--- src/hw/rtl/bmmd_pkg.sv ---
// Shared types and constants for the banked memory map decoder.
`default_nettype none

package bmmd_pkg;

    localparam int CFG_IDX_W  = 3;
    localparam int CFG_DATA_W = 14;

    localparam logic [CFG_IDX_W-1:0] CFG_MACHINE_VARIANT = 3'd0;
    localparam logic [CFG_IDX_W-1:0] CFG_MAP_SELECT      = 3'd1;
    localparam logic [CFG_IDX_W-1:0] CFG_BOOT_ROM_IN     = 3'd2;
    localparam logic [CFG_IDX_W-1:0] CFG_BANK_COMMAND    = 3'd3;
    localparam logic [CFG_IDX_W-1:0] CFG_VIDEO_PAGE      = 3'd4;
    localparam logic [CFG_IDX_W-1:0] CFG_ROM_SIZE        = 3'd5;

    localparam logic [2:0] BANK_FLAT     = 3'd0;
    localparam logic [2:0] BANK_UP_32K   = 3'd2;
    localparam logic [2:0] BANK_UP_64K   = 3'd3;
    localparam logic [2:0] BANK_LO_64K   = 3'd6;
    localparam logic [2:0] BANK_LO_96K   = 3'd7;

    localparam logic [1:0] MAP_BASE      = 2'd0;
    localparam logic [1:0] MAP_LOW_RAM   = 2'd1;
    localparam logic [1:0] MAP_HIGH_IO   = 2'd2;
    localparam logic [1:0] MAP_ALL_RAM   = 2'd3;

    localparam logic [15:0] KBD_BASE    = 16'h3800;
    localparam logic [15:0] VID_BASE    = 16'h3C00;
    localparam logic [15:0] RAM_BASE    = 16'h4000;
    localparam logic [15:0] PRN_BASE    = 16'h37E8;
    localparam logic [15:0] HI_KBD_BASE = 16'hF400;
    localparam logic [15:0] HI_VID_BASE = 16'hF800;
    localparam logic [13:0] ROM_LIMIT   = 14'h3800;
    localparam logic [7:0]  OPEN_BUS    = 8'hFF;

    typedef enum logic [2:0] {
        TGT_NONE  = 3'd0,
        TGT_RAM   = 3'd1,
        TGT_ROM   = 3'd2,
        TGT_VIDEO = 3'd3,
        TGT_KBD   = 3'd4,
        TGT_PRN   = 3'd5
    } t_target;

    typedef struct packed {
        logic        machine_variant;
        logic [1:0]  map_select;
        logic        boot_rom_in;
        logic [2:0]  bank_command;
        logic        video_page;
        logic [13:0] rom_size;
    } t_cfg;

    typedef struct packed {
        logic        action;
        logic [15:0] cpu_address;
        logic [7:0]  write_data;
    } t_req;

    typedef struct packed {
        t_target     target;
        logic [16:0] location;
        logic [7:0]  store_data;
        logic [7:0]  open_bus_byte;
        logic        bank_code_bad;
    } t_rsp;

endpackage

`default_nettype wire

--- src/hw/rtl/bmmd_if.sv ---
// Valid/ready channel interfaces for access words and decoded result words.
`default_nettype none

interface bmmd_req_if;
    logic            valid;
    logic            ready;
    bmmd_pkg::t_req  data;

    modport source (output valid, output data, input ready);
    modport sink   (input valid, input data, output ready);
endinterface

interface bmmd_rsp_if;
    logic            valid;
    logic            ready;
    bmmd_pkg::t_rsp  data;

    modport source (output valid, output data, input ready);
    modport sink   (input valid, input data, output ready);
endinterface

`default_nettype wire

--- src/hw/rtl/bmmd_cfg_regs.sv ---
// Configuration register file with a plain indexed write port.
`default_nettype none

module bmmd_cfg_regs (
    input  wire logic                              i_clk,
    input  wire logic                              i_rst_n,
    input  wire logic                              i_cfg_we,
    input  wire logic [bmmd_pkg::CFG_IDX_W-1:0]    i_cfg_index,
    input  wire logic [bmmd_pkg::CFG_DATA_W-1:0]   i_cfg_wdata,
    output bmmd_pkg::t_cfg                         o_cfg
);
    import bmmd_pkg::*;

    t_cfg r_cfg;

    always_ff @(posedge i_clk) begin
        if (!i_rst_n) begin
            r_cfg.machine_variant <= 1'b0;
            r_cfg.map_select      <= MAP_BASE;
            r_cfg.boot_rom_in     <= 1'b0;
            r_cfg.bank_command    <= BANK_FLAT;
            r_cfg.video_page      <= 1'b0;
            r_cfg.rom_size        <= ROM_LIMIT;
        end else if (i_cfg_we) begin
            unique case (i_cfg_index)
                CFG_MACHINE_VARIANT: r_cfg.machine_variant <= i_cfg_wdata[0];
                CFG_MAP_SELECT:      r_cfg.map_select      <= i_cfg_wdata[1:0];
                CFG_BOOT_ROM_IN:     r_cfg.boot_rom_in     <= i_cfg_wdata[0];
                CFG_BANK_COMMAND:    r_cfg.bank_command    <= i_cfg_wdata[2:0];
                CFG_VIDEO_PAGE:      r_cfg.video_page      <= i_cfg_wdata[0];
                CFG_ROM_SIZE:        r_cfg.rom_size        <= i_cfg_wdata[13:0];
                default: begin
                end
            endcase
        end
    end

    assign o_cfg = r_cfg;

endmodule

`default_nettype wire

--- src/hw/rtl/bmmd_decode.sv ---
// Combinational address decode of one access word under the current map.
`default_nettype none

module bmmd_decode (
    input  wire bmmd_pkg::t_cfg  i_cfg,
    input  wire bmmd_pkg::t_req  i_req,
    output bmmd_pkg::t_rsp       o_rsp
);
    import bmmd_pkg::*;

    logic [15:0] addr;
    logic        writing;
    logic [16:0] offset;
    logic        bad;
    logic [16:0] ram_loc;
    logic [16:0] vid_loc;
    logic [16:0] hi_vid_loc;
    logic [13:0] romlim;
    logic        below_rom;
    logic        is_prn;
    t_target     tgt;
    logic [16:0] loc;

    assign addr    = i_req.cpu_address;
    assign writing = i_req.action;

    always_comb begin
        bad = 1'b0;
        unique case (i_cfg.bank_command)
            BANK_FLAT:   offset = 17'h00000;
            BANK_UP_32K: offset = addr[15] ? 17'h08000 : 17'h00000;
            BANK_UP_64K: offset = addr[15] ? 17'h10000 : 17'h00000;
            BANK_LO_64K: offset = addr[15] ? 17'h00000 : 17'h10000;
            BANK_LO_96K: offset = addr[15] ? 17'h00000 : 17'h18000;
            default: begin
                offset = 17'h00000;
                bad    = 1'b1;
            end
        endcase
    end

    assign ram_loc    = {1'b0, addr} + offset;
    assign vid_loc    = {6'd0, i_cfg.video_page, addr[9:0]};
    assign hi_vid_loc = {6'd0, addr[10:0]};
    assign romlim     = (i_cfg.rom_size > ROM_LIMIT) ? ROM_LIMIT : i_cfg.rom_size;
    assign below_rom  = (addr < {2'b00, romlim});
    assign is_prn     = (addr[15:1] == PRN_BASE[15:1]);

    always_comb begin
        tgt = TGT_NONE;
        loc = {1'b0, addr};
        priority if (i_cfg.map_select == MAP_ALL_RAM) begin
            tgt = TGT_RAM;
        end else if (i_cfg.map_select == MAP_HIGH_IO) begin
            priority if (addr < HI_KBD_BASE) begin
                tgt = TGT_RAM;
            end else if (addr >= HI_VID_BASE) begin
                tgt = TGT_VIDEO;
                loc = hi_vid_loc;
            end else begin
                tgt = writing ? TGT_NONE : TGT_KBD;
            end
        end else if (writing) begin
            priority if (addr >= RAM_BASE ||
                         (i_cfg.map_select == MAP_LOW_RAM && addr < KBD_BASE)) begin
                tgt = TGT_RAM;
            end else if (addr >= VID_BASE) begin
                tgt = TGT_VIDEO;
                loc = vid_loc;
            end else begin
                tgt = TGT_NONE;
            end
        end else if (i_cfg.map_select == MAP_BASE && !i_cfg.machine_variant) begin
            priority if (addr >= RAM_BASE) begin
                tgt = TGT_RAM;
            end else if (is_prn) begin
                tgt = TGT_PRN;
            end else if (below_rom) begin
                tgt = TGT_ROM;
            end else if (addr >= VID_BASE) begin
                tgt = TGT_VIDEO;
                loc = vid_loc;
            end else if (addr >= KBD_BASE) begin
                tgt = TGT_KBD;
            end else begin
                tgt = TGT_NONE;
            end
        end else begin
            priority if (i_cfg.machine_variant && i_cfg.boot_rom_in && below_rom) begin
                tgt = TGT_ROM;
            end else if (addr >= RAM_BASE || addr < KBD_BASE) begin
                tgt = TGT_RAM;
            end else if (addr >= VID_BASE) begin
                tgt = TGT_VIDEO;
                loc = vid_loc;
            end else begin
                tgt = TGT_KBD;
            end
        end
        if (tgt == TGT_RAM) begin
            loc = ram_loc;
        end
    end

    always_comb begin
        o_rsp.target        = tgt;
        o_rsp.location      = loc;
        o_rsp.store_data    = writing ? i_req.write_data : 8'h00;
        o_rsp.open_bus_byte = (!writing && tgt == TGT_NONE) ? OPEN_BUS : 8'h00;
        o_rsp.bank_code_bad = bad;
    end

endmodule

`default_nettype wire

--- src/hw/rtl/banked_memory_map_decoder.sv ---
// Top level: input register, address decode and result register.
//
//   Channel   Direction  Word                                       Handshake
//   i_req     in         action, cpu_address, write_data            valid/ready
//   o_rsp     out        target, location, store_data, open_bus_byte,
//                        bank_code_bad                              valid/ready
//   i_cfg_*   in         register index and write data              write enable
//
// One word per clock is taken unless stalled; each goes input then result register.
// The path between the input register and the result register is one decode pass.
// A stalled result holds in the result register while one more word waits in the
// input register; ready drops only when both are full and o_rsp.ready is low.
// Reset clears both stage valid bits and sets the configuration to its defaults.
`default_nettype none

module banked_memory_map_decoder (
    input  wire logic                              i_clk,
    input  wire logic                              i_rst_n,
    bmmd_req_if.sink                               i_req,
    bmmd_rsp_if.source                             o_rsp,
    input  wire logic                              i_cfg_we,
    input  wire logic [bmmd_pkg::CFG_IDX_W-1:0]    i_cfg_index,
    input  wire logic [bmmd_pkg::CFG_DATA_W-1:0]   i_cfg_wdata
);
    import bmmd_pkg::*;

    t_cfg cfg;
    t_req r_in_data;
    logic r_in_valid;
    t_rsp dec_rsp;
    t_rsp r_out_data;
    logic r_out_valid;
    logic advance;

    bmmd_cfg_regs u_cfg_regs (
        .i_clk       (i_clk),
        .i_rst_n     (i_rst_n),
        .i_cfg_we    (i_cfg_we),
        .i_cfg_index (i_cfg_index),
        .i_cfg_wdata (i_cfg_wdata),
        .o_cfg       (cfg)
    );

    bmmd_decode u_decode (
        .i_cfg (cfg),
        .i_req (r_in_data),
        .o_rsp (dec_rsp)
    );

    assign advance     = r_in_valid && (!r_out_valid || o_rsp.ready);
    assign i_req.ready = !r_in_valid || advance;

    always_ff @(posedge i_clk) begin
        if (!i_rst_n) begin
            r_in_valid <= 1'b0;
        end else if (i_req.ready) begin
            r_in_valid <= i_req.valid;
        end
    end

    always_ff @(posedge i_clk) begin
        if (i_req.ready && i_req.valid) begin
            r_in_data <= i_req.data;
        end
    end

    always_ff @(posedge i_clk) begin
        if (!i_rst_n) begin
            r_out_valid <= 1'b0;
        end else if (advance) begin
            r_out_valid <= 1'b1;
        end else if (o_rsp.ready) begin
            r_out_valid <= 1'b0;
        end
    end

    always_ff @(posedge i_clk) begin
        if (advance) begin
            r_out_data <= dec_rsp;
        end
    end

    assign o_rsp.valid = r_out_valid;
    assign o_rsp.data  = r_out_data;

`ifndef NO_ASSERTIONS
    a_advance_fills_out: assert property (@(posedge i_clk) disable iff (!i_rst_n)
        advance |=> r_out_valid)
        else $error("Decoded word was lost on its way to the result register.");

    a_open_bus_unmapped: assert property (@(posedge i_clk) disable iff (!i_rst_n)
        (r_out_valid && r_out_data.open_bus_byte != 8'h00) |->
            (r_out_data.target == TGT_NONE && r_out_data.store_data == 8'h00))
        else $error("Open-bus byte set on a mapped access or a write.");

    a_target_range: assert property (@(posedge i_clk) disable iff (!i_rst_n)
        r_out_valid |-> (r_out_data.target == TGT_NONE || r_out_data.target == TGT_RAM ||
                         r_out_data.target == TGT_ROM || r_out_data.target == TGT_VIDEO ||
                         r_out_data.target == TGT_KBD || r_out_data.target == TGT_PRN))
        else $error("Result word carries an undefined target code.");

    a_bank_flag: assert property (@(posedge i_clk) disable iff (!i_rst_n)
        advance |=> (r_out_data.bank_code_bad == !(cfg.bank_command == BANK_FLAT ||
            cfg.bank_command == BANK_UP_32K || cfg.bank_command == BANK_UP_64K ||
            cfg.bank_command == BANK_LO_64K || cfg.bank_command == BANK_LO_96K)))
        else $error("Bank code flag disagrees with the configured bank command.");
`endif

endmodule

`default_nettype wire
--- src/flat_wrapper.sv ---
// flat-port wrapper written by rule: the top's interface ports become plain ports
module banked_memory_map_decoder_flat import bmmd_pkg::*;
  (i_clk, i_rst_n, i_cfg_we, i_cfg_index, i_cfg_wdata, i_req_valid, i_req_data, i_req_ready, o_rsp_valid, o_rsp_data, o_rsp_ready);
  bmmd_req_if i_req_i ();
  bmmd_rsp_if o_rsp_i ();
  input  wire logic i_clk;
  input  wire logic i_rst_n;
  input  wire logic i_cfg_we;
  input  wire logic [bmmd_pkg::CFG_IDX_W-1:0] i_cfg_index;
  input  wire logic [bmmd_pkg::CFG_DATA_W-1:0] i_cfg_wdata;
  input wire logic [$bits(i_req_i.valid)-1:0] i_req_valid;
  input wire logic [$bits(i_req_i.data)-1:0] i_req_data;
  output wire logic [$bits(i_req_i.ready)-1:0] i_req_ready;
  output wire logic [$bits(o_rsp_i.valid)-1:0] o_rsp_valid;
  output wire logic [$bits(o_rsp_i.data)-1:0] o_rsp_data;
  input wire logic [$bits(o_rsp_i.ready)-1:0] o_rsp_ready;
  assign i_req_i.valid = i_req_valid;
  assign i_req_i.data = i_req_data;
  assign i_req_ready = i_req_i.ready;
  assign o_rsp_valid = o_rsp_i.valid;
  assign o_rsp_data = o_rsp_i.data;
  assign o_rsp_i.ready = o_rsp_ready;
  banked_memory_map_decoder u_core (.i_clk(i_clk), .i_rst_n(i_rst_n), .i_req(i_req_i), .o_rsp(o_rsp_i), .i_cfg_we(i_cfg_we), .i_cfg_index(i_cfg_index), .i_cfg_wdata(i_cfg_wdata));
endmodule
--- config.mk ---
export PLATFORM = sky130hd
export DESIGN_NAME = banked_memory_map_decoder_flat
export DESIGN_NICKNAME = d
export VERILOG_FILES = /design/src/hw/rtl/bmmd_pkg.sv /design/src/hw/rtl/bmmd_if.sv /design/src/hw/rtl/bmmd_cfg_regs.sv /design/src/hw/rtl/bmmd_decode.sv /design/src/hw/rtl/banked_memory_map_decoder.sv /design/src/flat_wrapper.sv
export SDC_FILE = /design/constraint.sdc
export NUM_CORES = 1
export LEC_CHECK = 0
export ABC_AREA = 1
export BUFFER_PORTS_ARGS = -buffer_cell sky130_fd_sc_hd__buf_2
export CORE_MARGIN = 2
export CORE_UTILIZATION = 45
export DETAILED_ROUTE_END_ITERATION = 16
export PLACE_DENSITY = 0.69
export SLEW_MARGIN = 20
export SYNTH_ARGS = -nofsm -noshare
export SYNTH_HDL_FRONTEND = slang
export SYNTH_SLANG_ARGS = --single-unit
--- constraint.sdc ---
create_clock -name i_clk -period 3.8 [get_ports i_clk]
set_input_delay 0.57 -clock i_clk [delete_from_list [all_inputs] [get_ports i_clk]]
set_output_delay 0.57 -clock i_clk [all_outputs]
set_load 0.005 [all_outputs]
==> flow_summary.yaml, run 1 <==
outcome:
  run_status: "finished, final reports clean"
synth:
  synth_cell_type_count: 30
  share_of_the_synthesized_area_in_the_top_cell_type_pct: 44.9
  synth_enable_flop_cells: 55
  library_cell_with_the_highest_instance_count_after_synthesis: "sky130_fd_sc_hd__nand2_1"
  post_synth_inst_count: 391
  mapped_area_sq_mm: 0.00368
  sequential_element_share_of_the_synthesized_area_pct: 58.0
  synth-warning-count: 0
  syn_nets: 452
  synth-seq-cells: 79
  postSynth.asyncResetShare_pct: 0
  post_synth.cell_area_avg_sq_um: 9.41
  synth.cells.most_frequent: "sky130_fd_sc_hd__nand2_1, sky130_fd_sc_hd__edfxtp_1, sky130_fd_sc_hd__nor2_1"
  ys.flop_type: "sky130_fd_sc_hd__edfxtp_1"
  synth.top_cells.by_area: "sky130_fd_sc_hd__edfxtp_1, sky130_fd_sc_hd__dfxtp_1, sky130_fd_sc_hd__nand2_1"
  synth.largest_area_cell: "sky130_fd_sc_hd__edfxtp_1"
place:
  detailedPlacementHpwl_mm: 5.51
  placement.cell_area_sq_mm: 0.00418
  globalplace.congestion: 0.847
  io_buffers: 85
global_route:
  first_global_vias: 2642
  antenna_found_initial: 0
  combined_global_route_utilization_of_all_metal_layers_pct: 18.6
  sum_of_overflow_across_all_layers_after_global_routing: 0
  grt_first_pass_wirelength_mm: 12.6
  grt_start_max_net_pins: 31
setup_path:
  critPathArrivalTime_ps: 3040
  worst_path_most_repeated_cell: "sky130_fd_sc_hd__nand2_1"
  crit_path_start_kind: "flip-flop"
  crit_path_start: "u_core.u_cfg_regs.o_cfg[8]"
  critical_path_s_slowest_cell: "sky130_fd_sc_hd__dfxtp_1"
  critical_setup_path_class: "flip-flop to flip-flop"
  critPathCaptureType: "flip-flop"
  path_max_fanout: 11
  worstPathCellList: "nor2_1 -> nand2_1 -> nor2_1 -> nand2_1 -> nand2_1 -> nand2_1 -> ha_1 -> a21oi_1 -> nor2_1 -> a211oi_1 -> o21ai_0 -> nor2_2 -> nand3_2 -> nand2_1 -> nand2_1 -> nand2_1 -> nand2_1 -> nand2_1 -> nand2_1 -> nand2_1 -> nand2_1 -> nand2_1 -> nand2_1"
  rr_worst_depth: 23
  crit_path_end: "u_core.o_rsp.data[27]"
  cpPeakStageDelay_ps: 340
  r2r_path_end: "u_core.o_rsp.data[27]"
  r2r_start: "u_core.u_cfg_regs.o_cfg[8]"
  rrSetupSlack_ps: 870
  cp.required_ps: 3910
route:
  viasPerCell: 4.87
  via_count: 2834
  firstDrtPassIters: 4
  drt_iter0_drc: 148
  drtAntennaViolNets: 0
  finalWirelength_mm: 7.63
  wire_per_inst_um: 13.1
  route.detailed.drc: 0
sta:
  rsz_0062_raised_after_global_routing: "false"
  fin_skew_ps: 11.3
  setup_tns_ps: 0
  max_slew_headroom_pct: 32.6
  maxSlewViolCount: 0
  finalHoldViolations: 0
  period_needed_ps: 2930
  fin_worst_hold_slack_ps: 386
  worst-slew-pin-transition_ps: 1010
  maximum_achievable_frequency_mhz: 342
  timing.final.crit_share_pct: 77.1
  report.final.setup_viol: 0
floorplanning:
  ioPinCount: 86
  rows: 32
  start_util_pct: 47.1
  core_area_sq_mm: 0.00781
  chipWidth_um: 94.4
  floorplan_die_height_um: 94.4
  design.die.area_sq_mm: 0.00891
final_layout:
  nNetsFinal: 536
  postLayoutCellArea_sq_mm: 0.00436
  area.growth.synth_to_final_pct: 18.5
  drive_gt1_share_pct: 25.4
  insertedDiodeCount: 0
clock_tree:
  clkTransAtPathRegs_ps: 80
  cts_repair_resizes: 0
  ctsRootBufferMaster: "sky130_fd_sc_hd__clkbuf_8"
  clkLatencyLatePin_ps: 350
  clock_sinks: 79
  htreeDepth: 3
  cts_tree: "built"
  post_cts_setup_buffer_count: 0
  cts_hold_repair.buffers: 0
  cts-buffers-inserted: 9
  clk_path_buf_depth: 2
job:
  maxcap_viol_count: 0
power_and_ir_drop:
  vdd_ir_drop_max_mv: 0.222
  power-per-cell-area_mw_per_mm2: 405
  power.static_leakage_nw: 1.97
hold_path:
  hp-class: "primary input to flip-flop"
## flip-flops by register name, summed over array words and instances (netlist names)
register                 cells
u_core.r_in_valid            1
u_core.o_rsp.data           30
u_core.o_rsp.valid           1
u_core.u_cfg_regs.o_cfg     22
u_core.r_in_data            25
## layout make-up
type	instances	area (sq um)
Fill cell	736	3450
Timing Repair Buffer	86	433
Clock inverter	4	28.8
Multi-Input combinational cell	247	1290
Clock buffer	12	156
Inverter	52	195
Sequential cell	79	2130
Tap cell	102	128
## critical path, delay by kind of cell (launching register included)
kind                       cells  cell delay [ps]
and+or+nand+nor               19             1610
AOI/OAI and AO/OA              3              430
DFF                            1              340
adders and majority gates      1              300
## cells by family after synthesis
group | count (synthesis) | share of synthesized area [%]
buf+inv | 65 | 7.35
xor+xnor | 1 | 0.238
simple gates | 179 | 21.3
compound gates | 53 | 8.44
fa+ha+maj | 14 | 4.76
flops | 79 | 58.0
## routing by layer
layer | GRT usage (%) | up-vias | share of wire, %
li1 | - | 1466 | -
met3 | 5.35 | 19 | 6.9
met4 | 6.52 | 0 | 1.8
met1 | 24.6 | 1249 | 46
met5 | 0 | - | 0
met2 | 29.6 | 100 | 46
## power breakdown
group,switching (mW),internal [mW]
logic,0.112,0.0748
registers,0.0268,0.969
clock network,0.305,0.277
## how the worst min path moves through the flow
stage	cells past startpoint	slack, ps	end	start
floorplan	2	420	u_core.u_cfg_regs.o_cfg[18]	u_core.u_cfg_regs.o_cfg[18]
CTS	1	370	u_core.r_in_data[15]	i_req_data[15]
finish	1	390	u_core.r_in_data[13]	i_req_data[13]
global placement	2	430	u_core.u_cfg_regs.o_cfg[18]	u_core.u_cfg_regs.o_cfg[18]
global route	1	360	u_core.r_in_data[5]	i_req_data[5]
detailed placement	2	440	u_core.u_cfg_regs.o_cfg[18]	u_core.u_cfg_regs.o_cfg[18]
## stage by stage
| stage | util [%] | setup slack (ps) | power [mW] | cells |
|---|---|---|---|---|
| after floorplan | - | 1100 | 1.13 | 391 |
| after global placement | 53.5 | 1020 | 1.20 | 566 |
| after detailed placement | 53.5 | 905 | 1.20 | 566 |
| after CTS | 55.8 | 883 | 1.78 | 582 |
| after global routing | 55.8 | 476 | 1.85 | 582 |
| final | 55.8 | 872 | 1.77 | 582 |
## placed cells by master (no fill, tap or decap), types with 5 or more instances in the layout
cell type	instances
sky130_fd_sc_hd__a21oi_1	17
sky130_fd_sc_hd__buf_2	85
sky130_fd_sc_hd__clkbuf_8	9
sky130_fd_sc_hd__dfxtp_1	24
sky130_fd_sc_hd__edfxtp_1	55
sky130_fd_sc_hd__ha_1	14
sky130_fd_sc_hd__inv_1	43
sky130_fd_sc_hd__inv_2	8
sky130_fd_sc_hd__nand2_1	89
sky130_fd_sc_hd__nand3_1	15
sky130_fd_sc_hd__nand4_1	9
sky130_fd_sc_hd__nor2_1	47
sky130_fd_sc_hd__nor3_1	5
sky130_fd_sc_hd__o21ai_0	24
(Power assumes the default switching activity.)
==> run 2, diff against run 1 <==
==> constraint.sdc (replaced) <==
create_clock -name i_clk -period 2.8 [get_ports i_clk]
set_input_delay 0.42 -clock i_clk [delete_from_list [all_inputs] [get_ports i_clk]]
set_output_delay 0.42 -clock i_clk [all_outputs]
set_load 0.005 [all_outputs]
==> flow_summary.yaml, run 2 (same netlist as run 1, synthesis figures left out) <==
clock_tree:
  clock_sinks: 79
  ctsRootBufferMaster: "sky130_fd_sc_hd__clkbuf_8"
  clk_path_buf_depth: 2
  cts-buffers-inserted: 9
  cts_hold_repair.buffers: 0
  clkLatencyLatePin_ps: 340
  htreeDepth: 3
  cts_tree: "built"
  clkTransAtPathRegs_ps: 90
hold_path:
  hp-class: "primary input to flip-flop"
  hold_path_depth: 1
floorplanning:
  floorplan_die_height_um: 94.4
  chipWidth_um: 94.4
  rows: 32
  design.die.area_sq_mm: 0.00891
  core_area_sq_mm: 0.00781
  start_util_pct: 47.1
  ioPinCount: 86
final_layout:
  area.growth.synth_to_final_pct: 24.2
  drive_gt1_share_pct: 32.5
  most_frequent_cells_in_the_layout: "sky130_fd_sc_hd__buf_2, sky130_fd_sc_hd__nand2_1, sky130_fd_sc_hd__edfxtp_1"
  ff_latch_area_sq_mm: 0.00214
  max_reg_flops: 30
  finalNonFillerCells: 591
  footprint_of_the_multi_input_gates_sq_mm: 0.00141
  nNetsFinal: 545
  final_common_cell: "sky130_fd_sc_hd__buf_2"
  postLayoutCellArea_sq_mm: 0.00457
  final.fill_count: 692
  insertedDiodeCount: 0
setup_path:
  critical_setup_path_class: "flip-flop to flip-flop"
  worstPathCellList: "nor2_2 -> nand2_1 -> nor2_2 -> nand2_2 -> nand2_4 -> buf_4 -> nand2_1 -> ha_1 -> nand2_1 -> nand2_1 -> nand2_1 -> nand2_1 -> nand2_1 -> nand2_2 -> nand2_4 -> nand2_4 -> nand2_2 -> o31ai_1 -> nand2_1 -> nand2_1 -> nand2_1 -> nand2_1 -> nand2_1"
  critPathCaptureType: "flip-flop"
  worst_path_most_repeated_cell: "sky130_fd_sc_hd__nand2_1"
  critical_path_s_slowest_cell: "sky130_fd_sc_hd__dfxtp_2"
  path_depth: 23
  critPathBufInv: 1
  critPathArrivalTime_ps: 2780
  cpPeakStageDelay_ps: 330
  timing.critical_path.max_delay_family: "simple AND/OR/NAND/NOR gates"
  path_max_fanout: 5
  cp.required_ps: 2900
  crit_path_start_kind: "flip-flop"
  rr_worst_depth: 23
sta:
  fin_skew_ps: 12.1
  timing.final.crit_share_pct: 96.1
  maxSlewViolCount: 0
  maximum_achievable_frequency_mhz: 372
  max_slew_headroom_pct: 65.1
  rsz_0062_raised_after_global_routing: "true"
  period_needed_ps: 2690
  layout_setup_ws_ps: 110
  report.final.setup_viol: 0
  finalHoldViolations: 0
  worst-slew-pin-transition_ps: 521
  fin_worst_hold_slack_ps: 243
global_route:
  sum_of_overflow_across_all_layers_after_global_routing: 0
  combined_global_route_utilization_of_all_metal_layers_pct: 18.7
  antenna_found_initial: 0
  grt_first_pass_wirelength_mm: 12.9
  first_global_vias: 2819
  grt_start_max_net_pins: 31
place:
  globalplace.congestion: 0.835
  detailedPlacementHpwl_mm: 5.64
  dp_cells: 570
  placement.cell_area_sq_mm: 0.00421
  pre_cts_slack_ps: 14.6
  io_buffers: 85
job:
  maxcap_viol_count: 0
route:
  wire_per_inst_um: 13.2
  via_count: 2906
  firstDrtPassIters: 4
  finalWirelength_mm: 7.83
  drtAntennaViolNets: 0
  viasPerCell: 4.92
  route.detailed.drc: 0
  drt_iter0_drc: 159
outcome:
  run_status: "finished, final reports clean"
power_and_ir_drop:
  power.static_leakage_nw: 2.05
  power-per-cell-area_mw_per_mm2: 544
  vdd_ir_drop_max_mv: 0.344
==> run 2: cell type report <==
class / instances / share of cell area, %
Clock inverter: 3 / 0.520
Sequential cell: 79 / 46.8
Tap cell: 102 / 2.79
Multi-Input combinational cell: 248 / 30.8
Inverter: 52 / 4.27
Clock buffer: 13 / 3.97
Timing Repair Buffer: 94 / 10.9
==> run 2: path summary, 6_finish.rpt <==
path,startpoint,slack [ps],end
worst max-delay path,u_core.u_cfg_regs.o_cfg[3],110,u_core.o_rsp.data[28]
worst min-delay path,i_req_data[5],240,u_core.r_in_data[5]
worst max register to register,u_core.u_cfg_regs.o_cfg[3],110,u_core.o_rsp.data[28]
worst min register to register,u_core.u_cfg_regs.o_cfg[18],450,u_core.u_cfg_regs.o_cfg[18]
==> run 2: routing by layer <==
layer,global-route usage (%),up-vias,wire length (um)
met5,0,-,0
li1,-,1488,-
met1,24.5,1312,3500
met4,5.19,0,83
met2,31.3,98,3730
met3,4.55,8,509
==> run 2: power breakdown <==
part	internal, mW	switching (mW)	leakage, nW	total [mW]
clock network	0.433	0.403	0.0961	0.836
logic	0.126	0.173	1.23	0.298
registers	1.31	0.0376	0.726	1.35
==> run 2: through the flow <==
stage | total power, mW | util [%] | setup TNS, ps
after floorplan | 1.53 | - | 0
after global placement | 1.63 | 53.9 | 0
after detailed placement | 1.64 | 53.9 | 0
after CTS | 2.47 | 56.5 | 0
after global routing | 2.60 | 58.5 | -1000
final | 2.49 | 58.5 | 0
==> run 2: timing repair <==
action	in CTS	in global routing
setup buffers	0	4
pin swaps	0	14
cloned	0	1
resized for setup	1	33
endpoints found under the setup margin	1	10
==> run 3, diff against run 2 <==
==> constraint.sdc (replaced) <==
create_clock -name i_clk -period 3.06 [get_ports i_clk]
set_input_delay 0.459 -clock i_clk [delete_from_list [all_inputs] [get_ports i_clk]]
set_output_delay 0.459 -clock i_clk [all_outputs]
set_load 0.005 [all_outputs]
==> flow_summary.yaml, run 3 (same netlist as run 1, synthesis figures left out) <==
clock_tree:
  cts_hold_repair.buffers: 0
  htreeDepth: 3
  cts-buffers-inserted: 9
  clkLatencyLatePin_ps: 350
  clock_sinks: 79
  clk_path_buf_depth: 2
  clkTransAtPathRegs_ps: 90
  ctsRootBufferMaster: "sky130_fd_sc_hd__clkbuf_8"
  cts_tree: "built"
final_layout:
  nNetsFinal: 542
  max_reg_flops: 30
  drive_gt1_share_pct: 27.4
  final.fill_count: 732
  area.growth.synth_to_final_pct: 21.2
  final_common_cell: "sky130_fd_sc_hd__nand2_1"
  insertedDiodeCount: 0
  most_frequent_cells_in_the_layout: "sky130_fd_sc_hd__nand2_1, sky130_fd_sc_hd__buf_2, sky130_fd_sc_hd__edfxtp_1"
floorplanning:
  chipWidth_um: 94.4
  start_util_pct: 47.1
  rows: 32
  core_area_sq_mm: 0.00781
  design.die.area_sq_mm: 0.00891
  ioPinCount: 86
  floorplan_die_height_um: 94.4
setup_path:
  critPathCaptureType: "flip-flop"
  r2r_path_end: "u_core.o_rsp.data[32]"
  r2r_start: "u_core.u_cfg_regs.o_cfg[8]"
  crit_path_start_kind: "flip-flop"
  cp.required_ps: 3160
  critical_setup_path_class: "flip-flop to flip-flop"
  rrSetupSlack_ps: 350
  path_max_fanout: 5
  rr_worst_depth: 20
  critical_path_s_slowest_cell: "sky130_fd_sc_hd__dfxtp_1"
  cpPeakStageDelay_ps: 330
  worst_path_most_repeated_cell: "sky130_fd_sc_hd__nand2_1"
  critPathArrivalTime_ps: 2810
  worstPathCellList: "nor2_1 -> nand2_1 -> nor2_1 -> nand2_2 -> nand2_4 -> nand2_1 -> ha_1 -> a21oi_2 -> nor2_1 -> a211oi_1 -> o21ai_1 -> nor2_2 -> buf_4 -> nand4_1 -> nand2_1 -> nand2_1 -> nand2_2 -> a21oi_4 -> nand4_1 -> nand2_1"
hold_path:
  hold_path_depth: 1
  min-delay-start: "i_req_data[17]"
  hp-class: "primary input to flip-flop"
  min_delay_worst_endpoint: "u_core.r_in_data[17]"
sta:
  worst-slew-pin-transition_ps: 785
  max_slew_headroom_pct: 47.6
  maximum_achievable_frequency_mhz: 368
  fin_skew_ps: 10.1
  layout_setup_ws_ps: 346
  report.final.setup_viol: 0
  finalHoldViolations: 0
  maxSlewViolCount: 0
  timing.final.crit_share_pct: 88.7
  rsz_0062_raised_after_global_routing: "false"
  setup_tns_ps: 0
  period_needed_ps: 2710
place:
  globalplace.congestion: 0.834
  pre_cts_slack_ps: 194
  detailedPlacementHpwl_mm: 5.83
  io_buffers: 85
global_route:
  grt_start_max_net_pins: 26
  grt_first_pass_wirelength_mm: 12.9
  sum_of_overflow_across_all_layers_after_global_routing: 0
  antenna_found_initial: 0
  first_global_vias: 2704
  combined_global_route_utilization_of_all_metal_layers_pct: 18.9
route:
  drt_iter0_drc: 93
  route.detailed.drc: 0
  wire_per_inst_um: 13.3
  drtAntennaViolNets: 0
  finalWirelength_mm: 7.82
  viasPerCell: 4.97
  firstDrtPassIters: 4
  via_count: 2921
power_and_ir_drop:
  vdd_ir_drop_max_mv: 0.235
  power.static_leakage_nw: 2.02
  power-per-cell-area_mw_per_mm2: 523
job:
  maxcap_viol_count: 0
outcome:
  run_status: "finished, final reports clean"
-- run 3: cell types whose count changed in the layout (fill, tap and decap cells not counted), moves of 3 or more --
cell,previous run,this run
sky130_fd_sc_hd__ha_1,11,14
sky130_fd_sc_hd__dfxtp_1,20,24
sky130_fd_sc_hd__nand2_1,81,87
sky130_fd_sc_hd__nand2_2,9,5
sky130_fd_sc_hd__nor2_1,43,47
sky130_fd_sc_hd__nor2_2,6,2
sky130_fd_sc_hd__dfxtp_2,4,0
-- run 3: area by class of cell --
cell class	instances	area [sq um]	area share (%)
Tap cell	102	128	2.86
Inverter	52	195	4.38
Clock buffer	9	124	2.78
Multi-Input combinational cell	248	1310	29.4
Clock inverter	7	96.3	2.16
Sequential cell	79	2130	47.8
Timing Repair Buffer	91	470	10.6
-- run 3: repair_timing --
action | CTS | global route
gates resized for setup | 0 | 6
endpoints found under the setup margin | 0 | 9
setup buffers | 0 | 2
endpoints found under the hold margin | 0 | 0
-- run 3: stage by stage --
| step | hold WS (ps) | power (mW) | cells | area (sq um) | util (%) |
|---|---|---|---|---|---|
| 4_1_cts | 262 | 2.34 | 585 | 4420 | 56.6 |
| 5_1_grt | 257 | 2.45 | 588 | 4460 | 57.1 |
| 3_3_place_gp | 432 | 1.49 | 569 | 4200 | 53.8 |
| 2_1_floorplan | 424 | 1.40 | 391 | 3680 | - |
| 3_5_place_dp | 442 | 1.50 | 569 | 4200 | 53.8 |
| 6_report | 278 | 2.33 | 588 | 4460 | 57.1 |
-- run 3: worst max-delay path, delay by kind of cell, from the launching register on --
| kind | cells | cell delay (ps) |
|---|---|---|
| and+or+nand+nor | 14 | 1240 |
| DFF | 1 | 330 |
| buffers and inverters | 1 | 150 |
| AOI/OAI and AO/OA | 4 | 450 |
| adders and majority gates | 1 | 300 |
-- run 3: report_power, final --
part	leakage [nW]	internal, mW	switching, mW
Clock	0.103	0.460	0.383
Sequential	0.724	1.20	0.0341
Combinational	1.19	0.104	0.147
-- run 3: worst max path at each step --
stage                               start                     to  slack, ps  depth (start not counted)
2_1_floorplan  u_core.u_cfg_regs.o_cfg[8]  u_core.o_rsp.data[27]        360                         24
3_3_place_gp   u_core.u_cfg_regs.o_cfg[8]  u_core.o_rsp.data[27]        270                         23
3_5_place_dp   u_core.u_cfg_regs.o_cfg[8]  u_core.o_rsp.data[27]        190                         23
4_1_cts        u_core.u_cfg_regs.o_cfg[8]  u_core.o_rsp.data[27]        170                         23
5_1_grt        u_core.u_cfg_regs.o_cfg[1]  u_core.o_rsp.data[27]         10                         23
6_report       u_core.u_cfg_regs.o_cfg[8]  u_core.o_rsp.data[32]        350                         20
-- run 3: routing by layer --
layer	vias up	part of all wire, %	track usage (%)
li1	1478	-	-
met1	1329	46	25.0
met2	102	46	31.0
met3	12	6.6	3.59
met4	0	1.6	7.25
met5	-	0	0
